### src/design/twoadic_divide_remainder_defines.svh
// assertion macros for the two-adic divide and remainder block
// used by the modules that carry concurrent checks; needs nothing else
`ifndef TWOADIC_DIVIDE_REMAINDER_DEFINES_SVH
`define TWOADIC_DIVIDE_REMAINDER_DEFINES_SVH

// same-cycle implication, checked outside reset
`define TDR_ASSERT_NOW(label, clk, rst_n, ante, cons) \
    label: assert property (@(posedge clk) disable iff (!(rst_n)) (ante) |-> (cons)) \
        else $error("tdr check failed");

// next-cycle implication, checked outside reset
`define TDR_ASSERT_NEXT(label, clk, rst_n, ante, cons) \
    label: assert property (@(posedge clk) disable iff (!(rst_n)) (ante) |=> (cons)) \
        else $error("tdr check failed");

`endif

### src/design/tdr_pkg.sv
// shared constants and types for the two-adic divide and remainder block
// no dependencies
package tdr_pkg;

    // default data width
    localparam int TDR_WIDTH = 32;

    // status from the iterative core to the stream wrapper
    typedef struct packed {
        logic in_ready;   // core idle, can take a new item
        logic res_valid;  // result held and waiting
    } t_core_stat;

endpackage

### src/design/tdr_core.sv
// iterative hensel divide and remainder core: normalise, then one quotient bit per cycle
// depends on tdr_pkg and twoadic_divide_remainder_defines.svh
`include "twoadic_divide_remainder_defines.svh"

module tdr_core #(
    parameter int WIDTH = tdr_pkg::TDR_WIDTH
) (
    input  logic                  i_clk,
    input  logic                  i_rst_n,
    input  logic                  i_start,
    input  logic                  i_mode,
    input  logic [WIDTH-1:0]      i_num,
    input  logic [WIDTH-1:0]      i_den,
    input  logic                  i_res_ready,
    output tdr_pkg::t_core_stat   o_stat,
    output logic [WIDTH-1:0]      o_result
);
    import tdr_pkg::*;

    localparam int CW = (WIDTH > 1) ? $clog2(WIDTH) : 1;
    localparam logic [CW-1:0] CNT_LAST = CW'(WIDTH - 1);

    typedef enum logic [1:0] {
        ST_IDLE,
        ST_NORM,
        ST_STEP,
        ST_DONE
    } t_state;

    t_state           r_state;
    logic [CW-1:0]    r_cnt;
    logic             r_mode;
    logic [WIDTH-1:0] r_num;   // running dividend
    logic [WIDTH-1:0] r_den;   // divisor, trailing zeros removed
    logic [WIDTH-1:0] r_dsh;   // original divisor shifted to the current bit
    logic [WIDTH-1:0] r_rem;   // original dividend minus the partial product
    logic [WIDTH-1:0] r_q;     // quotient, shifted in from the top
    logic [WIDTH-1:0] sub_diff;

    // subtractor for the quotient step
    assign sub_diff = r_num - r_den;

    // sequencer and datapath
    always_ff @(posedge i_clk) begin
        if (!i_rst_n) begin
            r_state <= ST_IDLE;
            r_cnt   <= '0;
        end else begin
            case (r_state)
                ST_IDLE: begin
                    if (i_start) begin
                        r_mode <= i_mode;
                        r_num  <= i_num;
                        r_den  <= i_den;
                        r_dsh  <= i_den;
                        r_q    <= '0;
                        r_cnt  <= '0;
                        if (i_den == '0) begin
                            // zero divisor gives zero in both modes
                            r_rem   <= '0;
                            r_state <= ST_DONE;
                        end else begin
                            r_rem   <= i_num;
                            r_state <= ST_NORM;
                        end
                    end
                end
                ST_NORM: begin
                    // strip one trailing zero of the divisor per cycle
                    if (r_den[0]) begin
                        r_state <= ST_STEP;
                    end else begin
                        r_num <= r_num >> 1;
                        r_den <= r_den >> 1;
                    end
                end
                ST_STEP: begin
                    // one quotient bit, remainder tracked alongside
                    if (r_num[0]) begin
                        r_num <= sub_diff >> 1;
                        r_rem <= r_rem - r_dsh;
                        r_q   <= {1'b1, r_q[WIDTH-1:1]};
                    end else begin
                        r_num <= r_num >> 1;
                        r_q   <= {1'b0, r_q[WIDTH-1:1]};
                    end
                    r_dsh <= r_dsh << 1;
                    if (r_cnt == CNT_LAST) begin
                        r_state <= ST_DONE;
                    end else begin
                        r_cnt <= r_cnt + 1'b1;
                    end
                end
                ST_DONE: begin
                    if (i_res_ready) begin
                        r_state <= ST_IDLE;
                    end
                end
                default: begin
                    r_state <= ST_IDLE;
                end
            endcase
        end
    end

    // status and result
    assign o_stat.in_ready  = (r_state == ST_IDLE);
    assign o_stat.res_valid = (r_state == ST_DONE);
    assign o_result         = r_mode ? r_rem : r_q;

    // checks
    `TDR_ASSERT_NEXT(a_zero_div, i_clk, i_rst_n,
        (r_state == ST_IDLE) && i_start && (i_den == '0),
        (r_state == ST_DONE) && (o_result == '0))
    `TDR_ASSERT_NOW(a_norm_nonzero, i_clk, i_rst_n,
        (r_state == ST_NORM), (r_den != '0))
    `TDR_ASSERT_NOW(a_step_odd, i_clk, i_rst_n,
        (r_state == ST_STEP), r_den[0])
    `TDR_ASSERT_NEXT(a_step_runs, i_clk, i_rst_n,
        (r_state == ST_STEP) && (r_cnt != CNT_LAST), (r_state == ST_STEP))
    `TDR_ASSERT_NEXT(a_hold_result, i_clk, i_rst_n,
        (r_state == ST_DONE) && !i_res_ready,
        (r_state == ST_DONE) && $stable(o_result))

endmodule

### src/design/twoadic_divide_remainder.sv
// two-adic (hensel) divide and remainder: input and output streams
// around the iterative core; output register decouples the receiver
// depends on tdr_pkg and tdr_core
//
// Usage:
//  - slave stream: i_s_tdata carries dividend (low) and divisor (next),
//    i_s_tuser carries mode (0 quotient, 1 remainder); a transfer happens
//    when i_s_tvalid and o_s_tready are both high
//  - master stream: o_m_tdata carries the result, transferred when
//    o_m_tvalid and i_m_tready are both high
//  - o_s_tready is high only while the core is idle; between input
//    transfers the core takes the transfer, strips the divisor's trailing
//    zeros one at a time, sees the divisor odd, forms one quotient bit per
//    step and hands the result over, which waits while the output register
//    is full; a zero divisor goes straight to handing the result over
//  - o_m_tvalid rises once the output register takes the core's result,
//    and the next item can be taken while it waits
//  - a stalled receiver holds o_m_tdata; once the output register and
//    the core both hold results, o_s_tready stays low
//  - synchronous active-low reset empties the output register and idles the core
module twoadic_divide_remainder #(
    parameter int WIDTH = tdr_pkg::TDR_WIDTH
) (
    input  logic                                i_clk,
    input  logic                                i_rst_n,
    input  logic                                i_s_tvalid,
    output logic                                o_s_tready,
    // fields from bit 0: dividend, divisor, zero padding
    input  logic [((2*WIDTH+7)/8)*8-1:0]        i_s_tdata,
    // fields from bit 0: mode
    input  logic [0:0]                          i_s_tuser,
    output logic                                o_m_tvalid,
    input  logic                                i_m_tready,
    // fields from bit 0: result, zero padding
    output logic [((WIDTH+7)/8)*8-1:0]          o_m_tdata
);
    import tdr_pkg::*;

    localparam int OUT_W = ((WIDTH + 7) / 8) * 8;

    t_core_stat       core_stat;
    logic [WIDTH-1:0] core_result;
    logic             res_ready;
    logic             r_m_tvalid;
    logic [WIDTH-1:0] r_m_tdata;

    // output register takes a result when empty or being drained
    assign res_ready  = !r_m_tvalid || i_m_tready;
    assign o_s_tready = core_stat.in_ready;

    tdr_core #(
        .WIDTH (WIDTH)
    ) u_core (
        .i_clk       (i_clk),
        .i_rst_n     (i_rst_n),
        .i_start     (i_s_tvalid && core_stat.in_ready),
        .i_mode      (i_s_tuser[0]),
        .i_num       (i_s_tdata[WIDTH-1:0]),
        .i_den       (i_s_tdata[2*WIDTH-1:WIDTH]),
        .i_res_ready (res_ready),
        .o_stat      (core_stat),
        .o_result    (core_result)
    );

    // output register
    always_ff @(posedge i_clk) begin
        if (!i_rst_n) begin
            r_m_tvalid <= 1'b0;
        end else if (res_ready) begin
            r_m_tvalid <= core_stat.res_valid;
            if (core_stat.res_valid) begin
                r_m_tdata <= core_result;
            end
        end
    end

    assign o_m_tvalid = r_m_tvalid;
    assign o_m_tdata  = OUT_W'(r_m_tdata);

endmodule
### config.mk
export PLATFORM = sky130hd
export DESIGN_NAME = twoadic_divide_remainder
export DESIGN_NICKNAME = d
export VERILOG_FILES = /design/src/design/tdr_pkg.sv /design/src/design/tdr_core.sv /design/src/design/twoadic_divide_remainder.sv
export VERILOG_INCLUDE_DIRS = /design/src /design/src/design
export SDC_FILE = /design/constraint.sdc
export NUM_CORES = 1
export LEC_CHECK = 0
export BUFFER_PORTS_ARGS = -buffer_cell sky130_fd_sc_hd__buf_2
export CAP_MARGIN = 0
export CORE_ASPECT_RATIO = 1.75
export CORE_UTILIZATION = 50
export DETAILED_ROUTE_END_ITERATION = 10
export GPL_TIMING_DRIVEN = 0
export PLACE_DENSITY = 0.72
export SLEW_MARGIN = 5
export SYNTH_ARGS = -nofsm -noshare
export SYNTH_HDL_FRONTEND = slang
export SYNTH_SLANG_ARGS = --single-unit
export TNS_END_PERCENT = 10
### constraint.sdc
create_clock -name i_clk -period 11.22 [get_ports i_clk]
set_input_delay 1.122 -clock i_clk [delete_from_list [all_inputs] [get_ports i_clk]]
set_output_delay 1.122 -clock i_clk [all_outputs]
set_load 0.05 [all_outputs]
Word-level counts from Yosys, hierarchy flattened --
Cells that the tools add are included.
Word-level totals: memories kept 0, input port bits 69, ROM bits 0, memory bits (writable) 0, bits in latches 0, bits in registers 201
Operators by class: add/sub/neg operators 3, mux-type cells 25, bitwise logic cells 0, shift-type cells 0, eq/ne operators 11, divide/modulo/power cells 0, multiply operators 0, order comparisons 0, reductions and logical operators 17
Operator list (number):
- 32-bit two-way mux | 10
- 32-bit case mux with 2 select lines | 4
- 32-bit case mux with 3 select lines | 1
- 32-bit subtractor | 2
- 32-bit zero test | 1
- 31-bit two-way mux | 1
- 4-bit AND reduction | 4
- 3-bit AND reduction | 5
- 2-bit two-way mux | 5
- 5-bit two-way mux | 2
- 2-bit by 1-bit != test with 1-bit output (second input constant) | 5
- 5-bit case mux with 2 select lines | 1
- 2-bit case mux with 4 select lines | 1
- 5-bit by 1-bit adder with 5-bit output (second input constant) | 1
- 5-bit == test (second input constant) | 1
- 2-bit == test (second input constant) | 2
- 2-bit != test (second input constant) | 2
- 2-bit nonzero test | 2
- 3-bit nonzero test | 1
- 2-bit by 1-bit == test with 1-bit output (second input constant) | 1
- 2-bit zero test | 1
- 1-bit logical AND | 1
- 1-bit zero test | 1
- 1-bit logical OR | 1

Longest topological paths before layout --
Gate-level depths: netlist of the first run.
depth in word-level cells 4, gate-level depth with buffers 13, mapped depth without buffers 13

Hierarchy --
Synthesis of the first run repeated with hierarchy kept, for this count alone.
Unflattened totals: cell total of the unflattened synthesis 1225, area, all modules 12192.9 µm²
By module, submodules not included:
- tdr_core | area each 11174.5 µm², cells an instance 1187, instances 1
- twoadic_divide_remainder | area each 1018.5 µm², cells an instance 38, instances 1

Worst setup path before layout of the first run --
Ideal clock, no wire load.
kind input port to flip-flop, start point in i_rst_n, end point reg u_core.r_num[0] (enable), slack 4.285 ns, arrival 6.342 ns, data required time 10.626 ns, stages on the path 2, cell sequence inv_1 -> a2111oi_0
Between the ends: word-level cells in the longest chain between the ends 1
RTL lines:
- from (decl) | RTL line twoadic_divide_remainder.sv:25 | input logic i_rst_n,
- 4-bit AND reduction (no line)
- to (signal assigned) | RTL line tdr_core.sv:53 | r_num <= i_num;
- to (signal assigned) | RTL line tdr_core.sv:73 | r_num <= r_num >> 1;
- to (signal assigned) | RTL line tdr_core.sv:80 | r_num <= sub_diff >> 1;
- to (decl) | RTL line tdr_core.sv:33 | logic [WIDTH-1:0] r_num;
No other way between the ends. A chain may end at the register's enable or synchronous reset.

Worst setup path in the final report of the first run --
start point in i_s_tdata[38], end point reg u_core.r_rem[30] (data pin)
Between the ends: word-level cells in the longest chain between the ends 4
RTL lines:
- from (decl) | RTL line twoadic_divide_remainder.sv:29 | input logic [((2*WIDTH+7)/8)*8-1:0] i_s_tdata,
- 32-bit zero test | RTL line tdr_core.sv:58 | if (i_den == '0) begin
- 32-bit two-way mux | RTL line tdr_core.sv:58
- 32-bit two-way mux | RTL line tdr_core.sv:51 | if (i_start) begin
- 32-bit case mux with 2 select lines | RTL line tdr_core.sv:49 | case (r_state)
- to (signal assigned) | RTL line tdr_core.sv:63 | r_rem <= i_num;
- to (signal assigned) | RTL line tdr_core.sv:81 | r_rem <= r_rem - r_dsh;
- to (decl) | RTL line tdr_core.sv:36 | logic [WIDTH-1:0] r_rem;
No other way between the ends. The select of a mux whose other input is x is not followed.

==> flow_summary_export.csv, run 1 <==
group,metric,value,unit
setup_path,start_kind,"input pin",
floorplan,die-area,25000,um2
floorplan,die_width,120,um
sta,finalSetupViolCount,0,
clocking,cts-root-buf,"clkbuf_16",
yosys,yosysTopAreaCellShare,47.7,%
clocking,clk_latency,0.53,ns
detailed_routing,avgRoutedWirePerCell,19.8,um
global_route,grt.total_usage,26.9,%
setup_path,cp_slowest_cell,"nor4_1",
yosys,ys.flop_type,"edfxtp_1",
yosys,synth_top_area_cell,"edfxtp_1",
detailed_routing,drtPass1Iterations,5,
clocking,cts_tree,"built",
cells_and_area,layout_commonest_cell,"edfxtp_1",
outcome,outcome,"completed",
detailed_routing,top_layer_used,"met4",
sta,tns,0,ns
detailed_routing,wl_met3,1720,um
yosys,synth_nets,1349,
yosys,synth_cell_types,70,
clocking,cts_buffer_depth,3,
cells_and_area,syn_to_final_growth,13.7,%
detailed_routing,drt-vias-per-instance,5.80,
placement,hpwl,25700,um
sta,rsz0062_at_grt,"false",
global_route,antenna_found_initial,0,
detailed_routing,m1WireLength,12200,um
detailed_routing,wl,32900,um
power_and_ir_drop,leakagePower,5.57,nW
floorplan,io_pins,103,
floorplan,dieHeight,208,um
hold_path,hp-class,"register to register",
setup_path,path_buf_inv,3,
sta,finClkSkew,0.0232,ns
setup_path,crit_family,"simple AND/OR/NAND/NOR gates",
clocking,cts.hold.buffers_added,0,
floorplan,start_util,50.8,%
yosys,ys_seq_area_share,49.0,%
cells_and_area,final_cell_count_no_fill,1664,
yosys,synth_edf_count,193,
detailed_routing,drtIter0Drc,643,
global_route,grt_pass1_wl,51200,um
job,maxCapViolations,0,
clocking,cts_max_level,1,
sta,period_needed,3.68,ns
floorplan,rows,75,
cells_and_area,mostFrequentLayoutCells,"edfxtp_1 (193), nand2_1 (131), o21ai_0 (121)",
setup_path,critPathMaxFanout,8,
clocking,cts_resized,0,
global_route,grt-ovfl-total,0,
detailed_routing,postRouteAntennaNets,0,
yosys,syn_area,12200,um2
sta,slew_headroom,41.8,%
clocking,clock_sinks,201,
sta,max_freq,272,MHz
setup_path,critical_path_class,"input pin to register",
setup_path,ff2ff_setup_slack,7.85,ns
setup_path,cp_common_cell,"clkbuf_1",
cells_and_area,nets,1482,
setup_path,arrival,3.93,ns
global_route,grt_pass1_vias,9703,
yosys,synth_async_sr_flop_share,0,%
placement,place.gp.congestion,0.996,
placement,dp_cells,1630,
global_route,grt_max_degree,41,
yosys,postSynthCellCount,1211,
power_and_ir_drop,vdd_ir_drop_max,0.164,mV
detailed_routing,vias,9648,
yosys,synth.area.top_cells,"edfxtp_1 (48%), ha_1 (6.9%), o21ai_0 (5.0%), nand2_1 (4.0%), inv_1 (3.6%)",
sta,slew_violations,0,
clocking,post-cts-setup-buffers,0,
detailed_routing,wl_met2,16700,um
yosys,ys_ff_latch,201,
yosys,syn_avg_cell_area,10.0,um2
power_and_ir_drop,powerDensity,274,nW/um2
sta,worst_slew_pin_slew,0.872,ns
yosys,ys_warn_count,0,
sta,finalCritPeriodShare,32.8,%
floorplan,design.core.area,23900,um2
setup_path,endpoint_kind,"register",
cells_and_area,antenna_cells,0,
setup_path,cpPeakStageDelay,0.62,ns
clocking,cts_buffers,20,
sta,hold_violations,0,
placement,portBuffers,102,
cells_and_area,postLayoutCoreUtil,57.8,%
setup_path,crit_chain,"buf_2, nor4_1, nand4_1, or2_2, clkbuf_1, and2_1, clkbuf_1, a221o_1",
clocking,clk_pin_slew_worst_paths,0.07,ns
setup_path,cp.required,11.47,ns
cells_and_area,layout-drive-gt1-share,14.5,%
detailed_routing,drc,0,
stage by stage:
stage	hold slack (ns)	power (mW)	cell area (um2)	setup WS [ns]
floorplan	0.472	2.59	12200	4.28
global placement	0.492	3.05	13100	0.802
detailed placement	0.511	3.10	13200	7.08
CTS	0.539	3.78	13800	7.61
global route	0.562	4.02	13800	7.64
finish	0.531	3.79	13800	7.54
sequential cells by signal, indices dropped and copies added (netlist names), 2 cells and up:
| signal | cells |
|---|---|
| u_core.r_q | 32 |
| u_core.r_num | 32 |
| o_m_tdata | 32 |
| u_core.r_dsh | 32 |
| u_core.r_rem | 32 |
| u_core.r_state | 2 |
| u_core.r_den | 32 |
| u_core.r_cnt | 5 |
final cells by class:
type	count	area [um2]
fillers	2097	10100
plain buffers	55	208
clock buffers	24	537
flip-flops and latches	201	5960
clock inverters	10	86.3
well taps	308	385
repair buffers	111	626
inverters	116	435
multi-input cells	839	5590
worst register-to-register path, delay by kind of cell, from the launching register on:
| family | cells | cell delay [ns] |
|---|---|---|
| xor+xnor | 1 | 0.15 |
| compound gates | 7 | 1.64 |
| simple gates | 2 | 0.36 |
| fa+ha+maj | 1 | 0.43 |
| flops | 1 | 0.52 |
cell families after synthesis:
family | Yosys count | synth area share, %
and+or+nand+nor | 356 | 14.5
AOI/OAI and AO/OA | 325 | 16.9
DFF | 201 | 49.0
buffers and inverters | 171 | 5.29
adders and majority gates | 69 | 7.22
xor gates and xnor gates | 53 | 3.82
muxes | 36 | 3.31
synth_stat cells, types with 6 or more instances:
cell and instances:
and2_1 34, and3_1 6, a211oi_1 8, nor3_1 7
nand2b_1 11, nand3b_1 30, buf_1 6, mux2_2 34
dfxtp_1 8, a31oi_1 7, nand3_1 26, o21a_1 7
a21o_1 31, a22oi_1 20, nor4_1 10, clkbuf_1 48
xor2_1 26, o21bai_1 7, nor2b_1 17, inv_1 116
o21ai_0 121, nand4_1 8, nand2_1 131, xnor2_1 27
o221ai_1 10, a21oi_1 72, nor2_1 63, ha_1 67
edfxtp_1 193
power breakdown:
part / switching, mW / internal [mW] / leakage (nW)
clock: 0.300 / 0.367 / 0.300
sequential: 0.104 / 1.13 / 1.87
combinational: 1.18 / 0.702 / 3.41
path summary, 6_finish.rpt:
check / start / end / cells past startpoint
worst max-delay path: i_s_tdata[38] / u_core.r_rem[30] / 8
worst min-delay path: u_core.r_cnt[3] / u_core.r_cnt[3] / 2
worst max register to register: u_core.r_den[0] / u_core.r_num[27] / 11
worst min register to register: u_core.r_cnt[3] / u_core.r_cnt[3] / 2
routing by layer:
layer	vias up	global-route usage, %
li1	4626	-
met3	102	2.58
met4	0	18.1
met2	345	47.7
met5	-	0
met1	4575	30.0
Power figures use the tool's default switching activity.
==> run 2: changes to the inputs <==
clock period = 3.4 ns   (was 11.22 ns; I/O delays follow)
==> flow_summary_export.csv, run 2 (synthesis results as in run 1) <==
group,metric,value,unit
cells_and_area,nets,1481,
clocking,cts-root-buf,"clkbuf_16",
floorplan,io_pins,103,
global_route,grt.total_usage,26.8,%
power_and_ir_drop,p_int,7.27,mW
placement,hpwl,25800,um
sta,max_freq,306,MHz
floorplan,start_util,50.8,%
detailed_routing,vias,9613,
detailed_routing,drt-vias-per-instance,5.78,
sta,worst_slew_pin_slew,0.792,ns
setup_path,critical_path_class,"register to register",
clocking,cts_tree,"built",
clocking,clock_sinks,201,
power_and_ir_drop,leakagePower,5.59,nW
sta,finalSetupViolCount,0,
setup_path,timing.rr.end,"u_core.r_rem[30]",
setup_path,endpoint,"u_core.r_rem[30]",
setup_path,ff2ff_setup_slack,0.13,ns
sta,hold_violations,0,
sta,slew_violations,0,
setup_path,start_kind,"register",
floorplan,die_width,120,um
cells_and_area,mostFrequentLayoutCells,"edfxtp_1 (193), nand2_1 (131), o21ai_0 (121)",
job,maxCapViolations,0,
cells_and_area,fillers,2078,
placement,portBuffers,102,
detailed_routing,wl,32800,um
clocking,clk_pin_slew_worst_paths,0.07,ns
clocking,cts_buffers,20,
setup_path,endpoint_kind,"register",
sta,finClkSkew,0.0166,ns
setup_path,cp-startpoint,"u_core.r_rem[0]",
power_and_ir_drop,vdd_ir_drop_max,0.449,mV
placement,pre_cts_slack,0.103,ns
detailed_routing,avgRoutedWirePerCell,19.7,um
power_and_ir_drop,clkPwrFrac,17.7,%
global_route,grt_pass1_wl,51300,um
cells_and_area,antenna_cells,0,
power_and_ir_drop,power.switching,5.25,mW
detailed_routing,drc,0,
cells_and_area,layout_commonest_cell,"edfxtp_1",
placement,dpl_cell_area,13200,um2
clocking,clk_latency,0.52,ns
power_and_ir_drop,power_frac_seq,32.4,%
detailed_routing,postRouteAntennaNets,0,
setup_path,r2r-start,"u_core.r_rem[0]",
floorplan,rows,75,
setup_path,cp.required,3.66,ns
setup_path,reg2reg_depth,13,
setup_path,arrival,3.53,ns
detailed_routing,drtIter0Drc,843,
outcome,outcome,"completed",
power_and_ir_drop,swShare,42.0,%
clocking,cts_max_level,1,
sta,rsz0062_at_grt,"true",
sta,slew_headroom,47.2,%
sta,worst_slack,0.135,ns
clocking,post-cts-setup-buffers,0,
sta,finalCritPeriodShare,96.0,%
setup_path,critPathMaxFanout,3,
placement,place.gp.congestion,0.990,
hold_path,hp-class,"input pin to register",
cells_and_area,layout-drive-gt1-share,14.7,%
power_and_ir_drop,powerDensity,902,nW/um2
global_route,grt_pass1_vias,9597,
global_route,antenna_found_initial,0,
floorplan,die-area,25000,um2
global_route,grt_max_degree,37,
clocking,cts_buffer_depth,3,
sta,period_needed,3.27,ns
cells_and_area,syn_to_final_growth,14.1,%
floorplan,dieHeight,208,um
power_and_ir_drop,combPwrFrac,49.9,%
cells_and_area,final_area,13900,um2
detailed_routing,drtPass1Iterations,5,
floorplan,design.core.area,23900,um2
global_route,grt-ovfl-total,0,
-- run 2: metrics by stage --
stage	utilization, %	power, mW	std cells	TNS, ns	hold slack [ns]
floorplan	-	8.53	1211	0	0.439
detailed placement	55.3	10.2	1628	0	0.525
CTS	57.9	12.5	1664	0	0.0958
global placement	54.6	10.0	1621	-43.62	0.494
global route	58.0	13.4	1664	-0.0304	0.113
finish	58.0	12.5	1664	0	0.109
-- run 2: timing repair --
| item | in CTS | in global routing |
|---|---|---|
| resized for setup | 0 | 3 |
| endpoints found under the hold margin | 1 | 0 |
| endpoints found under the setup margin | 0 | 3 |
| hold buffers | 1 | 0 |
-- run 2: worst min path at each step --
| stage | start | endpoint | slack (ns) | depth (start not counted) |
|---|---|---|---|---|
| 2_1_floorplan | i_s_tuser | u_core.r_mode | 0.44 | 0 |
| 3_3_place_gp | u_core.r_cnt[3] | u_core.r_cnt[3] | 0.49 | 2 |
| 3_5_place_dp | i_s_tuser | u_core.r_mode | 0.53 | 1 |
| 4_1_cts | i_rst_n | u_core.r_state[1] | 0.1 | 2 |
| 5_1_grt | i_rst_n | u_core.r_state[1] | 0.11 | 2 |
| 6_report | i_rst_n | u_core.r_state[1] | 0.11 | 2 |
-- run 2: power groups by stage --
stage | Sequential, mW | Combinational [mW] | Clock (mW)
after floorplan | 4.04 | 4.49 | 0
after global placement | 4.11 | 5.93 | 0
after detailed placement | 4.09 | 6.16 | 0
after CTS | 4.04 | 6.21 | 2.24
after global routing | 4.11 | 6.94 | 2.32
final | 4.05 | 6.25 | 2.21
-- run 2: critical path: stages (launching register included) --
cell and delay (ns):
edfxtp_1 0.39, inv_1 0.08, ha_1 0.18, inv_1 0.06, fa_1 0.46, a21oi_1 0.20
nand4b_1 0.20, a21oi_1 0.15, o211ai_1 0.31, a211o_1 0.21, nand2b_1 0.09, o41ai_2 0.25
mux2i_1 0.14, a221o_1 0.28
-- run 2: per-layer routing --
| metal | up-vias | part of all wire, % | track usage (%) |
|---|---|---|---|
| met1 | 4562 | 36 | 30.2 |
| met3 | 91 | 5.2 | 2.69 |
| met2 | 337 | 53 | 48.7 |
| met5 | - | 0 | 0 |
| met4 | 0 | 5.8 | 15.3 |
| li1 | 4623 | - | - |
-- run 2: final cells by class --
type / instances / area [um2] / share of cell area [%]
Sequential cell: 201 / 5960 / 42.9
Multi-Input combinational cell: 839 / 5620 / 40.5
Timing Repair Buffer: 110 / 642 / 4.62
Clock buffer: 22 / 529 / 3.81
Inverter: 116 / 435 / 3.14
Tap cell: 308 / 385 / 2.78
Buffer: 55 / 208 / 1.50
Clock inverter: 13 / 101 / 0.730
